## src/rtl/ftk_pkg.sv

```systemverilog
`default_nettype none

package ftk_pkg;

  // Fixed field widths of the cell and result items.
  localparam int ID_W     = 16;
  localparam int COORD_W  = 16;
  localparam int CENTER_W = 21;
  localparam int DIST_W   = 44;
  localparam int RANK_W   = 4;
  localparam int LCOUNT_W = 5;

  // At most this many results leave the block per run.
  localparam int MAX_EMIT = 16;

  localparam logic [DIST_W-1:0] DIST_MAX = '1;

  // Defaults of the top-level parameters.
  localparam int LIST_DEPTH_DEF = 16;
  localparam int CELL_LOG2_DEF  = 5;

  // Configuration register indexes.
  localparam int CFG_IDX_W = 2;
  localparam logic [CFG_IDX_W-1:0] REG_CENTER_X = 2'd0;
  localparam logic [CFG_IDX_W-1:0] REG_CENTER_Y = 2'd1;
  localparam logic [CFG_IDX_W-1:0] REG_CENTER_Z = 2'd2;

  // Axis counter of the distance unit: x, y, then z.
  localparam logic [1:0] AXIS_FIRST = 2'd0;
  localparam logic [1:0] AXIS_MID   = 2'd1;
  localparam logic [1:0] AXIS_LAST  = 2'd2;

  typedef struct packed {
    logic [ID_W-1:0]   cell_id;
    logic [DIST_W-1:0] dist_sq;
  } list_entry_t;

  typedef enum logic [1:0] {
    D_IDLE,
    D_DIFF,
    D_MUL,
    D_ACC
  } dist_state_e;

  typedef enum logic [3:0] {
    S_IDLE,
    S_DIST,
    S_FULL_RD,
    S_FULL_CHK,
    S_INS_RD,
    S_INS_CMP,
    S_EMIT_RD,
    S_EMIT_OUT
  } list_state_e;

endpackage

`default_nettype wire

```

## src/rtl/ftk_ram.sv

```systemverilog
`default_nettype none

module ftk_ram #(
  parameter int WIDTH = 8,
  parameter int DEPTH = 16
) (
  input  wire logic                                 clk_i,
  input  wire logic                                 we_i,
  input  wire logic [(DEPTH > 1 ? $clog2(DEPTH) : 1)-1:0] waddr_i,
  input  wire logic [WIDTH-1:0]                     wdata_i,
  input  wire logic [(DEPTH > 1 ? $clog2(DEPTH) : 1)-1:0] raddr_i,
  output logic      [WIDTH-1:0]                     rdata_o
);

  logic [WIDTH-1:0] mem [DEPTH];
  logic [WIDTH-1:0] rdata_q;

  always_ff @(posedge clk_i) begin
    if (we_i) begin
      mem[waddr_i] <= wdata_i;
    end
    rdata_q <= mem[raddr_i];
  end

  assign rdata_o = rdata_q;

endmodule

`default_nettype wire

```

## src/rtl/ftk_dist_unit.sv

```systemverilog
`default_nettype none

module ftk_dist_unit
  import ftk_pkg::*;
#(
  parameter int CELL_LOG2 = CELL_LOG2_DEF
) (
  input  wire logic                       clk_i,
  input  wire logic                       rst_ni,
  input  wire logic                       start_i,
  input  wire logic signed [COORD_W-1:0]  cell_x_i,
  input  wire logic signed [COORD_W-1:0]  cell_y_i,
  input  wire logic signed [COORD_W-1:0]  cell_z_i,
  input  wire logic signed [CENTER_W-1:0] center_x_i,
  input  wire logic signed [CENTER_W-1:0] center_y_i,
  input  wire logic signed [CENTER_W-1:0] center_z_i,
  output logic                            done_o,
  output logic             [DIST_W-1:0]   dist_o
);

  localparam int P_W     = COORD_W + CELL_LOG2;
  localparam int D_W     = (P_W > CENTER_W ? P_W : CENTER_W) + 1;
  localparam int A_W     = D_W;
  localparam int SQ_W    = 2 * A_W;
  localparam int ACC_W   = SQ_W + 2;
  localparam int HALF_M1 = (1 << (CELL_LOG2 - 1)) - 1;

  dist_state_e state_q, state_d;
  logic [1:0]        axis_q, axis_d;
  logic              done_q, done_d;
  logic [A_W-1:0]    abs_q, abs_d;
  logic [SQ_W-1:0]   sq_q, sq_d;
  logic [ACC_W-1:0]  acc_q, acc_d, acc_sum;
  logic [DIST_W-1:0] dist_q, dist_d;

  logic signed [COORD_W-1:0]  cell_sel;
  logic signed [CENTER_W-1:0] cen_sel;
  logic signed [P_W-1:0]      centre_pt;
  logic signed [D_W-1:0]      diff;

  always_comb begin
    case (axis_q)
      AXIS_FIRST: begin
        cell_sel = cell_x_i;
        cen_sel  = center_x_i;
      end
      AXIS_MID: begin
        cell_sel = cell_y_i;
        cen_sel  = center_y_i;
      end
      default: begin
        cell_sel = cell_z_i;
        cen_sel  = center_z_i;
      end
    endcase
  end

  // Cell centre in fine units, then its offset from the reference point.
  assign centre_pt = (P_W'(cell_sel) <<< CELL_LOG2) + P_W'(HALF_M1);
  assign diff      = D_W'(centre_pt) - D_W'(cen_sel);
  assign acc_sum   = acc_q + ACC_W'(sq_q);

  always_comb begin
    state_d = state_q;
    axis_d  = axis_q;
    done_d  = 1'b0;
    abs_d   = abs_q;
    sq_d    = sq_q;
    acc_d   = acc_q;
    dist_d  = dist_q;
    unique case (state_q)
      D_IDLE: begin
        if (start_i) begin
          axis_d  = AXIS_FIRST;
          acc_d   = '0;
          state_d = D_DIFF;
        end
      end
      D_DIFF: begin
        abs_d   = diff[D_W-1] ? A_W'(-diff) : A_W'(diff);
        state_d = D_MUL;
      end
      D_MUL: begin
        sq_d    = SQ_W'(abs_q) * SQ_W'(abs_q);
        state_d = D_ACC;
      end
      D_ACC: begin
        acc_d = acc_sum;
        if (axis_q == AXIS_LAST) begin
          dist_d  = (acc_sum > ACC_W'(DIST_MAX)) ? DIST_MAX : acc_sum[DIST_W-1:0];
          done_d  = 1'b1;
          state_d = D_IDLE;
        end else begin
          axis_d  = axis_q + 2'd1;
          state_d = D_DIFF;
        end
      end
      default: state_d = D_IDLE;
    endcase
  end

  always_ff @(posedge clk_i or negedge rst_ni) begin
    if (!rst_ni) begin
      state_q <= D_IDLE;
      axis_q  <= AXIS_FIRST;
      done_q  <= 1'b0;
    end else begin
      state_q <= state_d;
      axis_q  <= axis_d;
      done_q  <= done_d;
    end
  end

  always_ff @(posedge clk_i) begin
    abs_q  <= abs_d;
    sq_q   <= sq_d;
    acc_q  <= acc_d;
    dist_q <= dist_d;
  end

  assign done_o = done_q;
  assign dist_o = dist_q;

endmodule

`default_nettype wire

```

## src/rtl/farthest_k_sorted_insert_top.sv

```systemverilog
// Each item first gets its distance (three axes of difference, square and accumulate on one
// shared multiplier), then walks back through the list entries that it moves past.
// Items are taken one at a time; the input stalls until the item's insertion and output run end.
// An end-of-pass item then reads its results out one by one through the list RAM's
// single registered read port. Reset (rst_ni, asynchronous, active low) empties the list
// and clears the reference point; list contents need no clearing pass.
`default_nettype none

module farthest_k_sorted_insert_top
  import ftk_pkg::*;
#(
  parameter int LIST_DEPTH = LIST_DEPTH_DEF,
  parameter int CELL_LOG2  = CELL_LOG2_DEF
) (
  input  wire logic                       clk_i,
  input  wire logic                       rst_ni,
  // Configuration port.
  input  wire logic                       cfg_we_i,
  input  wire logic [CFG_IDX_W-1:0]       cfg_index_i,
  input  wire logic [CENTER_W-1:0]        cfg_wdata_i,
  // Input channel.
  input  wire logic                       in_valid_i,
  output logic                            in_stall_o,
  input  wire logic [ID_W-1:0]            cell_id_i,
  input  wire logic signed [COORD_W-1:0]  cell_x_i,
  input  wire logic signed [COORD_W-1:0]  cell_y_i,
  input  wire logic signed [COORD_W-1:0]  cell_z_i,
  input  wire logic                       end_of_pass_i,
  // Output channel.
  output logic                            out_valid_o,
  input  wire logic                       out_stall_i,
  output logic                            entry_valid_o,
  output logic [RANK_W-1:0]               rank_o,
  output logic [ID_W-1:0]                 out_cell_id_o,
  output logic [DIST_W-1:0]               distance_sq_o,
  output logic [LCOUNT_W-1:0]             list_count_o,
  output logic                            last_of_run_o
);

  localparam int IDX_W    = (LIST_DEPTH > 1) ? $clog2(LIST_DEPTH) : 1;
  localparam int CNT_W    = $clog2(LIST_DEPTH + 1);
  localparam int EMIT_LIM = (LIST_DEPTH < MAX_EMIT) ? LIST_DEPTH : MAX_EMIT;

  // The user writes the reference point via the configuration port while idle; not enforced.
  logic signed [CENTER_W-1:0] center_x_q, center_y_q, center_z_q;

  always_ff @(posedge clk_i or negedge rst_ni) begin
    if (!rst_ni) begin
      center_x_q <= '0;
      center_y_q <= '0;
      center_z_q <= '0;
    end else if (cfg_we_i) begin
      unique case (cfg_index_i)
        REG_CENTER_X: center_x_q <= cfg_wdata_i;
        REG_CENTER_Y: center_y_q <= cfg_wdata_i;
        REG_CENTER_Z: center_z_q <= cfg_wdata_i;
        default: ;
      endcase
    end
  end

  // The accepted item is held here for the whole of its processing.
  logic [ID_W-1:0]           id_q;
  logic signed [COORD_W-1:0] x_q, y_q, z_q;
  logic                      eop_q;

  list_state_e state_q, state_d;
  logic [IDX_W-1:0] j_q, j_d;
  logic [IDX_W-1:0] k_q, k_d;
  logic [CNT_W-1:0] count_q, count_d;

  logic              dist_start;
  logic              dist_done;
  logic [DIST_W-1:0] new_dist;

  logic             ram_we;
  logic [IDX_W-1:0] ram_waddr, ram_raddr;
  list_entry_t      ram_wdata, ram_rdata, new_entry;

  logic              out_valid_q, out_valid_d;
  logic              entry_valid_q, entry_valid_d;
  logic [RANK_W-1:0] rank_q, rank_d;
  logic [ID_W-1:0]   ocell_q, ocell_d;
  logic [DIST_W-1:0] odist_q, odist_d;
  logic [LCOUNT_W-1:0] ocount_q, ocount_d;
  logic              olast_q, olast_d;

  logic             accept;
  logic             list_full;
  logic             out_free;
  logic [CNT_W-1:0] emit_n;
  logic             emit_last;

  assign in_stall_o = (state_q != S_IDLE);
  assign accept     = in_valid_i && !in_stall_o;
  assign dist_start = accept;
  assign list_full  = (count_q == CNT_W'(LIST_DEPTH));
  assign out_free   = !out_valid_q || !out_stall_i;
  assign emit_n     = (count_q > CNT_W'(EMIT_LIM)) ? CNT_W'(EMIT_LIM) : count_q;
  assign emit_last  = (CNT_W'(k_q) + CNT_W'(1)) == emit_n;
  assign new_entry  = '{cell_id: id_q, dist_sq: new_dist};

  // One shared multiplier works through the three axes in turn.
  ftk_dist_unit #(
    .CELL_LOG2(CELL_LOG2)
  ) u_dist (
    .clk_i,
    .rst_ni,
    .start_i   (dist_start),
    .cell_x_i  (accept ? cell_x_i : x_q),
    .cell_y_i  (accept ? cell_y_i : y_q),
    .cell_z_i  (accept ? cell_z_i : z_q),
    .center_x_i(center_x_q),
    .center_y_i(center_y_q),
    .center_z_i(center_z_q),
    .done_o    (dist_done),
    .dist_o    (new_dist)
  );

  // The sorted list, farthest first, in a RAM with one registered read port.
  ftk_ram #(
    .WIDTH($bits(list_entry_t)),
    .DEPTH(LIST_DEPTH)
  ) u_list (
    .clk_i,
    .we_i   (ram_we),
    .waddr_i(ram_waddr),
    .wdata_i(ram_wdata),
    .raddr_i(ram_raddr),
    .rdata_o(ram_rdata)
  );

  // Insertion walks backwards from the end of the list: every entry strictly nearer than
  // the newcomer moves down one place, and the newcomer lands behind the first entry that
  // is at least as far away, so ties keep their arrival order. When the list is full, the
  // last entry is checked first: if it is at least as far, the newcomer is dropped.
  always_comb begin
    state_d       = state_q;
    j_d           = j_q;
    k_d           = k_q;
    count_d       = count_q;
    ram_we        = 1'b0;
    ram_waddr     = j_q;
    ram_wdata     = new_entry;
    ram_raddr     = IDX_W'(j_q - 1'b1);
    out_valid_d   = out_valid_q && out_stall_i;
    entry_valid_d = entry_valid_q;
    rank_d        = rank_q;
    ocell_d       = ocell_q;
    odist_d       = odist_q;
    ocount_d      = ocount_q;
    olast_d       = olast_q;

    unique case (state_q)
      S_IDLE: begin
        if (accept) begin
          state_d = S_DIST;
        end
      end
      S_DIST: begin
        if (dist_done) begin
          if (list_full) begin
            state_d = S_FULL_RD;
          end else begin
            j_d     = IDX_W'(count_q);
            state_d = S_INS_RD;
          end
        end
      end
      S_FULL_RD: begin
        ram_raddr = IDX_W'(LIST_DEPTH - 1);
        state_d   = S_FULL_CHK;
      end
      S_FULL_CHK: begin
        if (ram_rdata.dist_sq >= new_dist) begin
          state_d = eop_q ? S_EMIT_RD : S_IDLE;
          k_d     = '0;
        end else begin
          j_d     = IDX_W'(LIST_DEPTH - 1);
          state_d = S_INS_RD;
        end
      end
      S_INS_RD: begin
        if (j_q == '0) begin
          ram_we  = 1'b1;
          count_d = list_full ? count_q : count_q + CNT_W'(1);
          k_d     = '0;
          state_d = eop_q ? S_EMIT_RD : S_IDLE;
        end else begin
          state_d = S_INS_CMP;
        end
      end
      S_INS_CMP: begin
        ram_we = 1'b1;
        if (ram_rdata.dist_sq < new_dist) begin
          ram_wdata = ram_rdata;
          j_d       = IDX_W'(j_q - 1'b1);
          state_d   = S_INS_RD;
        end else begin
          count_d = list_full ? count_q : count_q + CNT_W'(1);
          k_d     = '0;
          state_d = eop_q ? S_EMIT_RD : S_IDLE;
        end
      end
      S_EMIT_RD: begin
        // Read the next entry; move on once the output register is free or being taken.
        ram_raddr = k_q;
        if (out_free) begin
          if (count_q == '0) begin
            out_valid_d   = 1'b1;
            entry_valid_d = 1'b0;
            rank_d        = '0;
            ocell_d       = '0;
            odist_d       = '0;
            ocount_d      = '0;
            olast_d       = 1'b1;
            state_d       = S_IDLE;
          end else begin
            state_d = S_EMIT_OUT;
          end
        end
      end
      S_EMIT_OUT: begin
        out_valid_d   = 1'b1;
        entry_valid_d = 1'b1;
        rank_d        = RANK_W'(k_q);
        ocell_d       = ram_rdata.cell_id;
        odist_d       = ram_rdata.dist_sq;
        ocount_d      = LCOUNT_W'(count_q);
        olast_d       = emit_last;
        if (emit_last) begin
          count_d = '0;
          state_d = S_IDLE;
        end else begin
          k_d     = IDX_W'(k_q + 1'b1);
          state_d = S_EMIT_RD;
        end
      end
      default: state_d = S_IDLE;
    endcase
  end

  always_ff @(posedge clk_i or negedge rst_ni) begin
    if (!rst_ni) begin
      state_q     <= S_IDLE;
      count_q     <= '0;
      out_valid_q <= 1'b0;
    end else begin
      state_q     <= state_d;
      count_q     <= count_d;
      out_valid_q <= out_valid_d;
    end
  end

  always_ff @(posedge clk_i) begin
    if (accept) begin
      id_q  <= cell_id_i;
      x_q   <= cell_x_i;
      y_q   <= cell_y_i;
      z_q   <= cell_z_i;
      eop_q <= end_of_pass_i;
    end
    j_q           <= j_d;
    k_q           <= k_d;
    entry_valid_q <= entry_valid_d;
    rank_q        <= rank_d;
    ocell_q       <= ocell_d;
    odist_q       <= odist_d;
    ocount_q      <= ocount_d;
    olast_q       <= olast_d;
  end

  assign out_valid_o   = out_valid_q;
  assign entry_valid_o = entry_valid_q;
  assign rank_o        = rank_q;
  assign out_cell_id_o = ocell_q;
  assign distance_sq_o = odist_q;
  assign list_count_o  = ocount_q;
  assign last_of_run_o = olast_q;

endmodule

`default_nettype wire

```

## config.mk

```make
export PLATFORM = sky130hd
export DESIGN_NAME = farthest_k_sorted_insert_top
export DESIGN_NICKNAME = d
export VERILOG_FILES = /design/src/rtl/ftk_pkg.sv /design/src/rtl/ftk_ram.sv /design/src/rtl/ftk_dist_unit.sv /design/src/rtl/farthest_k_sorted_insert_top.sv
export SDC_FILE = /design/constraint.sdc
export NUM_CORES = 2
export LEC_CHECK = 0
export ABC_CLOCK_PERIOD_IN_PS = 6800
export BUFFER_PORTS_ARGS = -buffer_cell sky130_fd_sc_hd__buf_2
export CORE_UTILIZATION = 50
export DETAILED_ROUTE_END_ITERATION = 8
export PLACE_DENSITY = 0.73
export SETUP_SLACK_MARGIN = 0.3
export SYNTH_ARGS = -nofsm -noshare
export SYNTH_HDL_FRONTEND = slang
export SYNTH_SLANG_ARGS = --single-unit
```

## constraint.sdc

```tcl
create_clock -name clk_i -period 6.8 [get_ports clk_i]
set_input_delay 1.7 -clock clk_i [delete_from_list [all_inputs] [get_ports clk_i]]
set_output_delay 1.7 -clock clk_i [all_outputs]
set_load 0.05 [all_outputs]
```

==> out/results.ini <==
[place]
place_hpwl_um=104000
post-place-ws_ps=-68.0
dp_cells=7797
dpl-instance-area_mm2=0.0761
io_buffers=165
place.gp.congestion=0.906

[synth]
yosys_warnings=0
syn_nets=6598
synth_edf_count=1211
synthTopCellsByCount=edfxtp_1 (1211), nand2_1 (745), inv_1 (527)
ys.flop_type=edfxtp_1
synth_cells=5878
synth_cell_types=82
ys_ff_latch=1396
avgSynthCellArea_um2=12.3
synth.top_cell.area_share_pct=50.1
seq_area_frac_synth_pct=55.7
async_flop_share_pct=5.52
synth_most_common_cell=edfxtp_1
syn_area_mm2=0.0726
synth_top_area_cell=edfxtp_1
synthTopCellsByArea=edfxtp_1 (50%), fa_1 (9.4%), ha_1 (4.9%)

[detailed_routing]
route.detailed.drc=12
wire_per_inst_um=21.2
vias_per_cell=5.74
drt_iter0_markers=4144
final_antenna_net_count=0
first_pass_iters=8
vias=46619
drt-total-wl_um=172000

[global_routing]
grt_pass1_vias=46805
grt_max_degree=204
grt_usage_pct=23.4
antenna_found_initial=6
grt_overflow=0
grt_pass1_wl_um=266000

[timing]
slew_headroom_pct=25.4
fmax_mhz=148
setup_violations=0
clock_skew_ps=51.1
setup_ws_ps=47.1
tightest_slew_ps=1120
period_share_pct=99.3
layout_min_cycle_time_ps=6750
rsz0062_at_grt=true
maxSlewViolCount=0
hold_ws_ps=473
finalHoldViolations=0

[setup_path]
cp_max_fo=8
crit_arrival_ps=7320
worstReg2RegStart=u_dist.abs_q[10]
timing.rr.end=u_dist.sq_q[37]
critPathMaxStageDelay_ps=580
crit_type=reg2reg
startpoint_type=flip-flop
rrSetupSlack_ps=50
critPathLaunch=u_dist.abs_q[10]
crit_path_end_kind=flip-flop
crit_slowest_cell=edfxtp_1
crit_family=adder cells
cp_num_buf_inv=5
r2r_cells=22
required_ps=7360
cp_common_cell=fa_1
worstPathCellList=buf_6 > buf_4 > nand2_1 > fa_1 > inv_1 > fa_1 > fa_1 > fa_1 > fa_1 > fa_1 > inv_2 > fa_2 > inv_2 > ha_4 > a21o_1 > a211oi_2 > o21ai_2 > nor4_4 > a211oi_2 > o21ai_1 > or4b_4 > o311ai_2

[clock_tree]
insertion_delay_ps=780
path_clk_slew_ps=60
htree_levels=4
clockRootBuffer=clkbuf_16
numCtsBuffers=147
hold_buffers=0
cts_tree=yes
cts.sinks=1396
cts_max_path_buffers=3

[finish]
area_growth_pct=12.9
final_area_mm2=0.0819
finalNonFillerCells=8119
post-route-util_pct=57.0
drive_gt1_share_pct=15.5
nets=6819

[worst_hold_path]
hp-start=y_q[12]
hp-class=reg2reg
worstHoldEndpoint=y_q[12]
hold_depth=1

[pwr]
ir_drop_v=0.000247
power_frac_clock_pct=44.3
cellPowerDensity_mw_per_mm2=212
intPower_mw=13.8
p_seq_share_pct=53.7
switchingPower_mw=3.49
power_frac_comb_pct=2.0
p_sw_share_pct=20.2
power_leakage_nw=32.3

[floorplanning]
die_w_um=383
ios=166
core-area_mm2=0.144
die_y_um=383
die_area_mm2=0.147
start_util_pct=50.5
row_count=139

[status]
outcome=complete, but fails checks
violations=design-rule violations

[job]
max_cap_viol_count=0

power groups by stage:
stage / Combinational, mW / Clock (mW) / Sequential [mW]
2_1_floorplan: 0.245 / 0 / 9.47
3_3_place_gp: 0.337 / 0 / 9.47
3_5_place_dp: 0.343 / 0 / 9.48
4_1_cts: 0.346 / 7.79 / 9.30
5_1_grt: 0.381 / 8.09 / 9.30
6_report: 0.343 / 7.68 / 9.30
worst max path at each step:
| stage | slack (ps) | cells after the start | endpoint |
|---|---|---|---|
| 4_1_cts | 190 | 22 | u_dist.sq_q[37] |
| 3_3_place_gp | 50 | 22 | u_dist.sq_q[37] |
| 3_5_place_dp | -70 | 21 | u_dist.sq_q[37] |
| 5_1_grt | -190 | 23 | u_dist.sq_q[37] |
| 6_report | 50 | 22 | u_dist.sq_q[37] |
| 2_1_floorplan | 290 | 23 | u_dist.sq_q[37] |
cells in the final DEF (no fill, tap or decap), types with 91 or more instances in the layout:
master | synthesis | routed
edfxtp_1 | 1211 | 1211
nand2_1 | 745 | 735
inv_1 | 527 | 507
and2_1 | 440 | 412
fa_1 | 342 | 324
a211oi_1 | 309 | 307
ha_1 | 285 | 264
a21oi_1 | 277 | 258
buf_4 | 0 | 186
mux2_2 | 173 | 173
buf_2 | 12 | 164
clkbuf_16 | 0 | 152
a31oi_1 | 141 | 137
nor2_1 | 133 | 128
a311oi_1 | 123 | 123
dfxtp_1 | 108 | 108
xnor2_1 | 91 | 91
timing repair:
item / CTS / global route
setup endpoints to repair: 20 / 24
gates resized for setup: 78 / 96
pin swaps: 66 / 67
cloned: 0 / 0
buffers inserted: 39 / 17
per-stage QoR:
stage                     setup TNS [ps]  power, mW
after global routing                -335       17.8
final                                  0       17.3
after CTS                              0       17.4
after global placement                 0       9.81
after detailed placement           -73.1       9.82
after floorplan                        0       9.71
metal layers:
layer / routed length [um] / vias to the layer above / GRT usage (%)
li1: - / 21343 / -
met1: 70800 / 23325 / 31.5
met2: 84000 / 1631 / 38.9
met3: 11500 / 316 / 3.51
met4: 5400 / 4 / 8.09
met5: 27 / - / 0
sequential cells by signal, summed over array words and instances (netlist names), 21 cells and up:
signal          flops
center_y_q         21
u_dist.sq_q        43
u_list.rdata_o     60
u_list.mem        960
u_dist.dist_o      44
u_dist.acc_q       46
center_x_q         21
center_z_q         21
u_dist.abs_q       22
distance_sq_o      44
area by class of cell:
cell class	count	area, um^2
antenna	3	7.51
tap	1903	2380
inverter	528	1980
sequential	1396	40500
multi-input combinational	3635	29700
clock buffer	201	4070
timing repair buffer	391	2810
fill	11180	61900
clock inverter	62	547
logic make-up after synthesis:
family | synth area share (%)
buf+inv | 4.43
mux | 2.74
fa+ha+maj | 14.4
compound gates | 10.7
xor+xnor | 1.62
simple gates | 10.4
flops | 55.7
worst register-to-register path: cells and delay by family (launching register included):
| kind | cells | cell delay, ps |
|---|---|---|
| AND/OR/NAND/NOR | 3 | 820 |
| AO/OA/AOI/OAI | 6 | 950 |
| adder cells (fa/ha/maj) | 8 | 3710 |
| flip-flops | 1 | 580 |
| buffers and inverters | 5 | 500 |
Power figures use the tool's default switching activity.
